`src/msspc_pkg.sv`:
```
// Package for the strict saddle point checker.
// Holds default sizes, reset values, register indexes and the control state type.
// No dependencies.
package msspc_pkg;

  localparam int MAX_DIM_DEF    = 16;
  localparam int VALUE_BITS_DEF = 16;

  localparam int DIM_REG_BITS  = 5;
  localparam int CFG_IDX_BITS  = 8;
  localparam int CFG_DATA_BITS = 8;
  localparam int OUT_DATA_BITS = 8;

  localparam logic [DIM_REG_BITS-1:0] ROW_COUNT_RST = 5'd10;
  localparam logic [DIM_REG_BITS-1:0] COL_COUNT_RST = 5'd10;

  localparam logic [CFG_IDX_BITS-1:0] CFG_ROW_COUNT = 8'd0;
  localparam logic [CFG_IDX_BITS-1:0] CFG_COL_COUNT = 8'd1;

  typedef enum logic {
    ST_LOAD,
    ST_WALK
  } state_t;

endpackage

```
`src/msspc_ram.sv`:
```
// Generic single-write, single-read RAM with registered read data.
// Read during a write to the same address returns the old contents.
// No dependencies.
module msspc_ram #(
  parameter int WIDTH = 8,
  parameter int DEPTH = 16
) (
  input  logic                                 clk,
  input  logic                                 we,
  input  logic [(DEPTH > 1 ? $clog2(DEPTH) : 1)-1:0] waddr,
  input  logic [WIDTH-1:0]                     wdata,
  input  logic [(DEPTH > 1 ? $clog2(DEPTH) : 1)-1:0] raddr,
  output logic [WIDTH-1:0]                     rdata
);

  logic [WIDTH-1:0] mem [DEPTH];

  always_ff @(posedge clk) begin
    if (we) begin
      mem[waddr] <= wdata;
    end
    rdata <= mem[raddr];
  end

endmodule

```
`src/matrix_strict_saddle_point_check.sv`:
```
// Strict saddle point checker: takes a matrix one element per word in row-major
// order and, after the last element, returns one word telling whether some element
// is strictly the largest of its row and strictly the smallest of its column.
// Loading runs at one element per cycle; the column minima are kept in a RAM and
// updated read-modify-write, the row winners in a second RAM. After the last
// element the input stalls while the columns are walked, and longer while an
// earlier result word still waits: each step reads the column RAM and then the
// row winner RAM at the row that column's minimum came from. A write to the row
// or column count restarts the matrix.
// Depends on msspc_pkg and msspc_ram.
module matrix_strict_saddle_point_check #(
  parameter int MAX_DIM    = msspc_pkg::MAX_DIM_DEF,
  parameter int VALUE_BITS = msspc_pkg::VALUE_BITS_DEF
) (
  input  logic                                  clk,
  input  logic                                  rst_n,
  // in_tdata: [VALUE_BITS-1:0] element_value, rest zero
  input  logic                                  in_tvalid,
  output logic                                  in_tready,
  input  logic [((VALUE_BITS + 7) / 8) * 8-1:0] in_tdata,
  // out_tdata: [0] found, rest zero
  output logic                                  out_tvalid,
  input  logic                                  out_tready,
  output logic [msspc_pkg::OUT_DATA_BITS-1:0]   out_tdata,
  input  logic                                  cfg_valid,
  output logic                                  cfg_ready,
  input  logic [msspc_pkg::CFG_IDX_BITS-1:0]    cfg_index,
  input  logic [msspc_pkg::CFG_DATA_BITS-1:0]   cfg_data
);

  localparam int IDXW = (MAX_DIM > 1) ? $clog2(MAX_DIM) : 1;
  localparam int CNTW = $clog2(MAX_DIM + 1);
  localparam int REGW = msspc_pkg::DIM_REG_BITS;
  localparam int CMPW = (CNTW > REGW) ? CNTW : REGW;
  localparam int CEW  = VALUE_BITS + IDXW + 1;

  msspc_pkg::state_t state_r, state_nxt;

  logic [REGW-1:0] row_count_r, col_count_r;
  logic [IDXW-1:0] cur_row_r, cur_col_r;
  logic [CNTW-1:0] rows_eff, cols_eff;

  logic                         s1_valid_r;
  logic signed [VALUE_BITS-1:0] s1_val_r;
  logic [IDXW-1:0]              s1_row_r, s1_col_r;
  logic                         s1_row_end_r;

  logic signed [VALUE_BITS-1:0] peak_val_r, peak_val_nxt;
  logic [IDXW-1:0]              peak_col_r, peak_col_nxt;
  logic                         peak_uniq_r, peak_uniq_nxt;

  logic            col_we;
  logic [IDXW-1:0] col_raddr;
  logic [CEW-1:0]  col_wdata, col_rdata, col_eff;
  logic            fwd_r;
  logic [CEW-1:0]  fwd_data_r;

  logic signed [VALUE_BITS-1:0] eff_val;
  logic [IDXW-1:0]              eff_row;
  logic                         eff_uniq;

  logic            rw_we;
  logic [CNTW-1:0] rw_wdata, rw_rdata;

  logic [CNTW-1:0] k_r;
  logic            walk_issue, walk_done, out_free, hit;
  logic            w1_valid_r, w2_valid_r, w2_uniq_r;
  logic [CNTW-1:0] w1_k_r, w2_k_r;
  logic            found_acc_r;
  logic            out_valid_r, out_found_r;

  logic in_acc, cfg_acc, col_last, row_last;

  function automatic logic [CNTW-1:0] clamp_dim(input logic [REGW-1:0] d);
    logic [CMPW-1:0] ext;
    ext = CMPW'(d);
    if (ext == '0) begin
      return CNTW'(1);
    end else if (ext > CMPW'(MAX_DIM)) begin
      return CNTW'(MAX_DIM);
    end
    return ext[CNTW-1:0];
  endfunction

  assign rows_eff = clamp_dim(row_count_r);
  assign cols_eff = clamp_dim(col_count_r);

  assign in_tready  = (state_r == msspc_pkg::ST_LOAD);
  assign in_acc     = in_tvalid && in_tready;
  assign cfg_ready  = 1'b1;
  assign cfg_acc    = cfg_valid;
  assign col_last   = !((CNTW'(cur_col_r) + CNTW'(1)) < cols_eff);
  assign row_last   = !((CNTW'(cur_row_r) + CNTW'(1)) < rows_eff);

  assign out_tvalid = out_valid_r;
  assign out_tdata  = {{(msspc_pkg::OUT_DATA_BITS - 1){1'b0}}, out_found_r};
  assign out_free   = !out_valid_r || out_tready;

  // column entry: {unique, row, value}
  assign col_eff  = fwd_r ? fwd_data_r : col_rdata;
  assign eff_val  = $signed(col_eff[VALUE_BITS-1:0]);
  assign eff_row  = col_eff[VALUE_BITS+IDXW-1:VALUE_BITS];
  assign eff_uniq = col_eff[CEW-1];

  always_comb begin
    peak_val_nxt  = peak_val_r;
    peak_col_nxt  = peak_col_r;
    peak_uniq_nxt = peak_uniq_r;
    if (s1_col_r == '0 || s1_val_r > peak_val_r) begin
      peak_val_nxt  = s1_val_r;
      peak_col_nxt  = s1_col_r;
      peak_uniq_nxt = 1'b1;
    end else if (s1_val_r == peak_val_r) begin
      peak_uniq_nxt = 1'b0;
    end
  end

  always_comb begin
    col_wdata = col_eff;
    if (s1_row_r == '0 || s1_val_r < eff_val) begin
      col_wdata = {1'b1, s1_row_r, s1_val_r};
    end else if (s1_val_r == eff_val) begin
      col_wdata = {1'b0, eff_row, eff_val};
    end
  end

  assign col_we    = s1_valid_r;
  assign col_raddr = (state_r == msspc_pkg::ST_WALK) ? k_r[IDXW-1:0] : cur_col_r;
  assign rw_we     = s1_valid_r && s1_row_end_r;
  assign rw_wdata  = peak_uniq_nxt ? (CNTW'(peak_col_nxt) + CNTW'(1)) : '0;

  assign walk_issue = (state_r == msspc_pkg::ST_WALK) && (k_r < cols_eff);
  assign walk_done  = (state_r == msspc_pkg::ST_WALK) && !walk_issue &&
                      !w1_valid_r && !w2_valid_r;
  assign hit        = w2_valid_r && w2_uniq_r && (rw_rdata == w2_k_r + CNTW'(1));

  msspc_ram #(.WIDTH(CEW), .DEPTH(MAX_DIM)) u_col_ram (
    .clk   (clk),
    .we    (col_we),
    .waddr (s1_col_r),
    .wdata (col_wdata),
    .raddr (col_raddr),
    .rdata (col_rdata)
  );

  msspc_ram #(.WIDTH(CNTW), .DEPTH(MAX_DIM)) u_rw_ram (
    .clk   (clk),
    .we    (rw_we),
    .waddr (s1_row_r),
    .wdata (rw_wdata),
    .raddr (eff_row),
    .rdata (rw_rdata)
  );

  always_comb begin
    state_nxt = state_r;
    case (state_r)
      msspc_pkg::ST_LOAD: begin
        if (in_acc && col_last && row_last) begin
          state_nxt = msspc_pkg::ST_WALK;
        end
      end
      msspc_pkg::ST_WALK: begin
        if (walk_done && out_free) begin
          state_nxt = msspc_pkg::ST_LOAD;
        end
      end
      default: state_nxt = msspc_pkg::ST_LOAD;
    endcase
  end

  always_ff @(posedge clk) begin
    if (!rst_n) begin
      state_r <= msspc_pkg::ST_LOAD;
    end else begin
      state_r <= state_nxt;
    end
  end

  always_ff @(posedge clk) begin
    if (!rst_n) begin
      row_count_r <= msspc_pkg::ROW_COUNT_RST;
      col_count_r <= msspc_pkg::COL_COUNT_RST;
      cur_row_r   <= '0;
      cur_col_r   <= '0;
      s1_valid_r  <= 1'b0;
      fwd_r       <= 1'b0;
      w1_valid_r  <= 1'b0;
      w2_valid_r  <= 1'b0;
      k_r         <= '0;
      found_acc_r <= 1'b0;
      out_valid_r <= 1'b0;
    end else begin
      s1_valid_r <= in_acc;
      fwd_r      <= col_we && (s1_col_r == col_raddr);
      w1_valid_r <= walk_issue;
      w2_valid_r <= w1_valid_r;

      if (cfg_acc) begin
        if (cfg_index == msspc_pkg::CFG_ROW_COUNT) begin
          row_count_r <= cfg_data[REGW-1:0];
          cur_row_r   <= '0;
          cur_col_r   <= '0;
        end else if (cfg_index == msspc_pkg::CFG_COL_COUNT) begin
          col_count_r <= cfg_data[REGW-1:0];
          cur_row_r   <= '0;
          cur_col_r   <= '0;
        end
      end else if (in_acc) begin
        if (!col_last) begin
          cur_col_r <= cur_col_r + IDXW'(1);
        end else begin
          cur_col_r <= '0;
          cur_row_r <= row_last ? '0 : cur_row_r + IDXW'(1);
        end
      end

      if (in_acc && col_last && row_last) begin
        k_r         <= '0;
        found_acc_r <= 1'b0;
      end else begin
        if (walk_issue) begin
          k_r <= k_r + CNTW'(1);
        end
        if (hit) begin
          found_acc_r <= 1'b1;
        end
      end

      if (walk_done && out_free) begin
        out_valid_r <= 1'b1;
      end else if (out_tready) begin
        out_valid_r <= 1'b0;
      end
    end
  end

  always_ff @(posedge clk) begin
    fwd_data_r <= col_wdata;
    w1_k_r     <= k_r;
    w2_k_r     <= w1_k_r;
    w2_uniq_r  <= eff_uniq;
    if (in_acc) begin
      s1_val_r     <= $signed(in_tdata[VALUE_BITS-1:0]);
      s1_row_r     <= cur_row_r;
      s1_col_r     <= cur_col_r;
      s1_row_end_r <= col_last;
    end
    if (s1_valid_r) begin
      peak_val_r  <= peak_val_nxt;
      peak_col_r  <= peak_col_nxt;
      peak_uniq_r <= peak_uniq_nxt;
    end
    if (walk_done && out_free) begin
      out_found_r <= found_acc_r;
    end
  end

endmodule

```
`config.mk`:
```
export PLATFORM = sky130hd
export DESIGN_NAME = matrix_strict_saddle_point_check
export DESIGN_NICKNAME = d
export VERILOG_FILES = /design/src/msspc_pkg.sv /design/src/msspc_ram.sv /design/src/matrix_strict_saddle_point_check.sv
export SDC_FILE = /design/constraint.sdc
export NUM_CORES = 1
export LEC_CHECK = 0
export ABC_AREA = 1
export BUFFER_PORTS_ARGS = -buffer_cell sky130_fd_sc_hd__buf_2
export CELL_PAD_IN_SITES_DETAIL_PLACEMENT = 1
export CELL_PAD_IN_SITES_GLOBAL_PLACEMENT = 1
export CORE_MARGIN = 2
export CORE_UTILIZATION = 25
export CTS_CLUSTER_DIAMETER = 50
export DETAILED_ROUTE_END_ITERATION = 16
export PLACE_DENSITY = 0.53
export SYNTH_ARGS = -nofsm -noshare
export SYNTH_HDL_FRONTEND = slang
export SYNTH_SLANG_ARGS = --single-unit
```
`constraint.sdc`:
```
create_clock -name clk -period 7.6 [get_ports clk]
set_input_delay 0.38 -clock clk [delete_from_list [all_inputs] [get_ports clk]]
set_output_delay 0.38 -clock clk [all_outputs]
set_load 0.02 [all_outputs]
```
==> flow_summary.yaml <==
layout:
  fillCellCount: 9855
  drive_above_1_share_pct: 11.8
  area_delta_synth_final_pct: 17.3
  multi_input_area_mm2: 0.00584
  register_area_mm2: 0.0157
  nets: 2106
  finalInstanceArea_mm2: 0.0269
  antenna_cells: 0
synthesis:
  yosysWarnings: 0
  synth_seq_cells: 551
  yosysUniqueCellTypes: 42
  synth.cell_area_mm2: 0.0229
  ys_seq_area_share_pct: 68.4
  syn_inst: 1939
  syn_avg_cell_area_um2: 11.8
timing:
  fmax_mhz: 242
  maxSlewViolCount: 0
  skew_ns: 0.0207
  worstMarginPinSlew_ns: 1.20
  setup_violations: 0
  rsz0062_at_grt: "false"
  fin_hold_ws_ns: 0.0530
  hold_viol: 0
  post-route-min-period_ns: 4.13
  final.setup.tns_ns: 0
  relSlewSlack_pct: 19.6
  min_period_over_period_pct: 54.4
global_route:
  grt_max_degree: 200
  track_usage_pct: 12.7
  busiest_layer: "met2"
  grt_pass1_wl_mm: 90.5
  gr-total-overflow: 0
  use_met1_pct: 15.4
  grt_use_met2_pct: 22.8
  antenna_found_initial: 0
  grt_pass1_vias: 15051
  use_met3_pct: 1.78
worst_setup_path:
  crit_path_frequent_cell: "nand2_1"
  critical_path_class: "reg -> reg"
  cp_max_fo: 22
  worstPathRequired_ns: 7.84
  cp_cell_sequence: "buf_4 -> mux2i_1 -> ha_1 -> a21oi_1 -> o21ai_0 -> nand2_1 -> o211ai_1 -> a21oi_1 -> nand2_1 -> nand2_1 -> nand3_1 -> o21ai_1"
  cp-start-kind: "flip-flop"
  arrival_ns: 4.37
  endpoint_kind: "flip-flop"
  path_delay_family: "compound AO/OA/AOI/OAI gates"
  path_buf_inv: 1
  critPathMaxStageDelay_ns: 1.02
  crit_path_top_delay_cell: "o21ai_1"
hold_path:
  min_path_type: "in -> reg"
run:
  timing.max_cap.violations: 0
clocking:
  cts_htree_levels: 3
  clkLatencyLatePin_ns: 0.60
  cts_setup_buffers: 0
  cts_buffers: 66
  cts_root_buf: "clkbuf_16"
  cts_tree: "yes"
  cts_hold_buffers: 16
  clk_pin_slew_ns: 0.06
  cts.path.max_buffers: 3
  cts_sinks: 551
  cts_resized: 0
die:
  pin_count: 48
  die-area_mm2: 0.0940
  die_h_um: 307
  rows: 110
  start_util_pct: 25.3
  core-area_mm2: 0.0904
  chipWidth_um: 307
placed_design:
  io_buffer_count: 36
  placed_area_mm2: 0.0245
  gp_congestion: 0.732
  dp_hpwl_mm: 35.0
status:
  outcome: "finished clean"
detailed_routing:
  firstDrtPassIters: 5
  drt_iter0_drc: 754
  wire_per_inst_um: 18.3
  finalWirelength_mm: 59.4
  vias_per_cell: 4.48
  ant_nets: 0
  drc: 0
  vias: 14562
pwr:
  power_density_mw_per_mm2: 277
  p_leak_nw: 9.80
  vdd_drop_max_v: 0.000148
-- state kept, by name, summed over array words and instances, names as in the netlist, 5 cells and up --
| signal | flops |
|---|---|
| u_rw_ram.rdata | 5 |
| k_r | 5 |
| row_count_r | 5 |
| u_col_ram.mem | 336 |
| s1_val_r | 16 |
| w1_k_r | 5 |
| fwd_data_r | 21 |
| col_count_r | 5 |
| u_col_ram.rdata | 21 |
| peak_val_r | 16 |
| u_rw_ram.mem | 80 |
| w2_k_r | 5 |
-- Yosys cell counts, drive strengths merged --
library cell | n | area share (%)
a21o | 1 | 0.033
nand3b | 1 | 0.033
o221ai | 21 | 0.89
a211oi | 3 | 0.098
or2 | 6 | 0.16
o22ai | 2 | 0.055
o21a | 4 | 0.13
mux2i | 18 | 0.79
ha | 51 | 2.8
dfxtp | 88 | 7.7
nor4 | 5 | 0.14
o32ai | 10 | 0.38
nand3 | 93 | 2.1
clkbuf | 37 | 0.61
o21ai | 203 | 4.5
nand4 | 6 | 0.16
xor2 | 7 | 0.27
and3 | 1 | 0.027
buf | 63 | 1.7
a21oi | 202 | 4.7
a2111oi | 2 | 0.077
nand2 | 239 | 3.9
nor3 | 4 | 0.087
xnor2 | 6 | 0.23
nor2 | 88 | 1.4
edfxtp | 463 | 61
conb | 2 | 0.033
o211ai | 62 | 2.0
inv | 250 | 4.1
clkinv | 1 | 0.016
-- cells in the final DEF, fill, tap and decap left out, types with 51 or more instances in the layout --
cell / count
edfxtp_1: 463
inv_1: 246
nand2_1: 238
a21oi_1: 182
o21ai_0: 142
nand3_1: 92
dfxtp_1: 88
nor2_1: 72
clkbuf_16: 70
o211ai_1: 62
o21ai_1: 55
buf_4: 52
ha_1: 51
-- path summary, 6_finish.rpt --
kind | from | to | slack, ns | cells past startpoint
max | fwd_r | u_col_ram.mem[12][17] | 3.47 | 12
min | cfg_data[0] | col_count_r[0] | 0.05 | 3
max reg2reg | fwd_r | u_col_ram.mem[12][17] | 3.47 | 12
min reg2reg | w1_k_r[1] | w2_k_r[1] | 0.33 | 0
-- routing by layer --
layer,vias to the layer above,routed length [um]
li1,7010,-
met4,0,1310
met1,7271,26000
met3,77,1960
met2,204,30100
met5,-,0
-- final cells by class --
type | count | area share, %
repair buffers | 105 | 2.80
well taps | 1176 | 5.48
inverters | 251 | 3.53
clock buffers | 93 | 6.96
multi-input cells | 1043 | 21.7
clock inverters | 28 | 1.17
flip-flops and latches | 551 | 58.3
-- power by group --
group          internal, mW  switching (mW)  total [mW]  leakage (nW)
logic                 0.195           0.511       0.707          3.79
registers              3.55          0.0419        3.59          4.95
clock network          1.88            1.27        3.15          1.07
total                  5.63            1.82        7.45          9.80
-- kinds of logic (layout without fill, tap and decap cells) --
| logic type | Yosys count | after routing | share of synthesized area (%) |
|---|---|---|---|
| AO/OA/AOI/OAI | 510 | 510 | 13.0 |
| buffers and inverters | 351 | 477 | 6.47 |
| AND/OR/NAND/NOR | 443 | 443 | 8.04 |
| XOR/XNOR | 13 | 13 | 0.497 |
| flip-flops | 551 | 551 | 68.4 |
| other | 2 | 8 | 0.0328 |
| adder cells (fa/ha/maj) | 51 | 51 | 2.79 |
| multiplexers | 18 | 18 | 0.787 |
-- tightest hold or removal path, cell delays in order --
cell and delay (ns):
buf_2 0.10, nor2_1 0.05, nor2_1 0.08
-- through the flow --
| step | total power [mW] | worst slack [ns] | utilization (%) | instances |
|---|---|---|---|---|
| 2_1_floorplan | 4.08 | 4.19 | - | 1945 |
| 3_3_place_gp | 4.34 | 3.56 | 27.1 | 3110 |
| 3_5_place_dp | 4.37 | 3.43 | 27.1 | 3110 |
| 4_1_cts | 7.56 | 3.40 | 29.7 | 3247 |
| 5_1_grt | 7.77 | 3.06 | 29.7 | 3247 |
| 6_report | 7.45 | 3.47 | 29.7 | 3247 |
(Power assumes the default switching activity.)
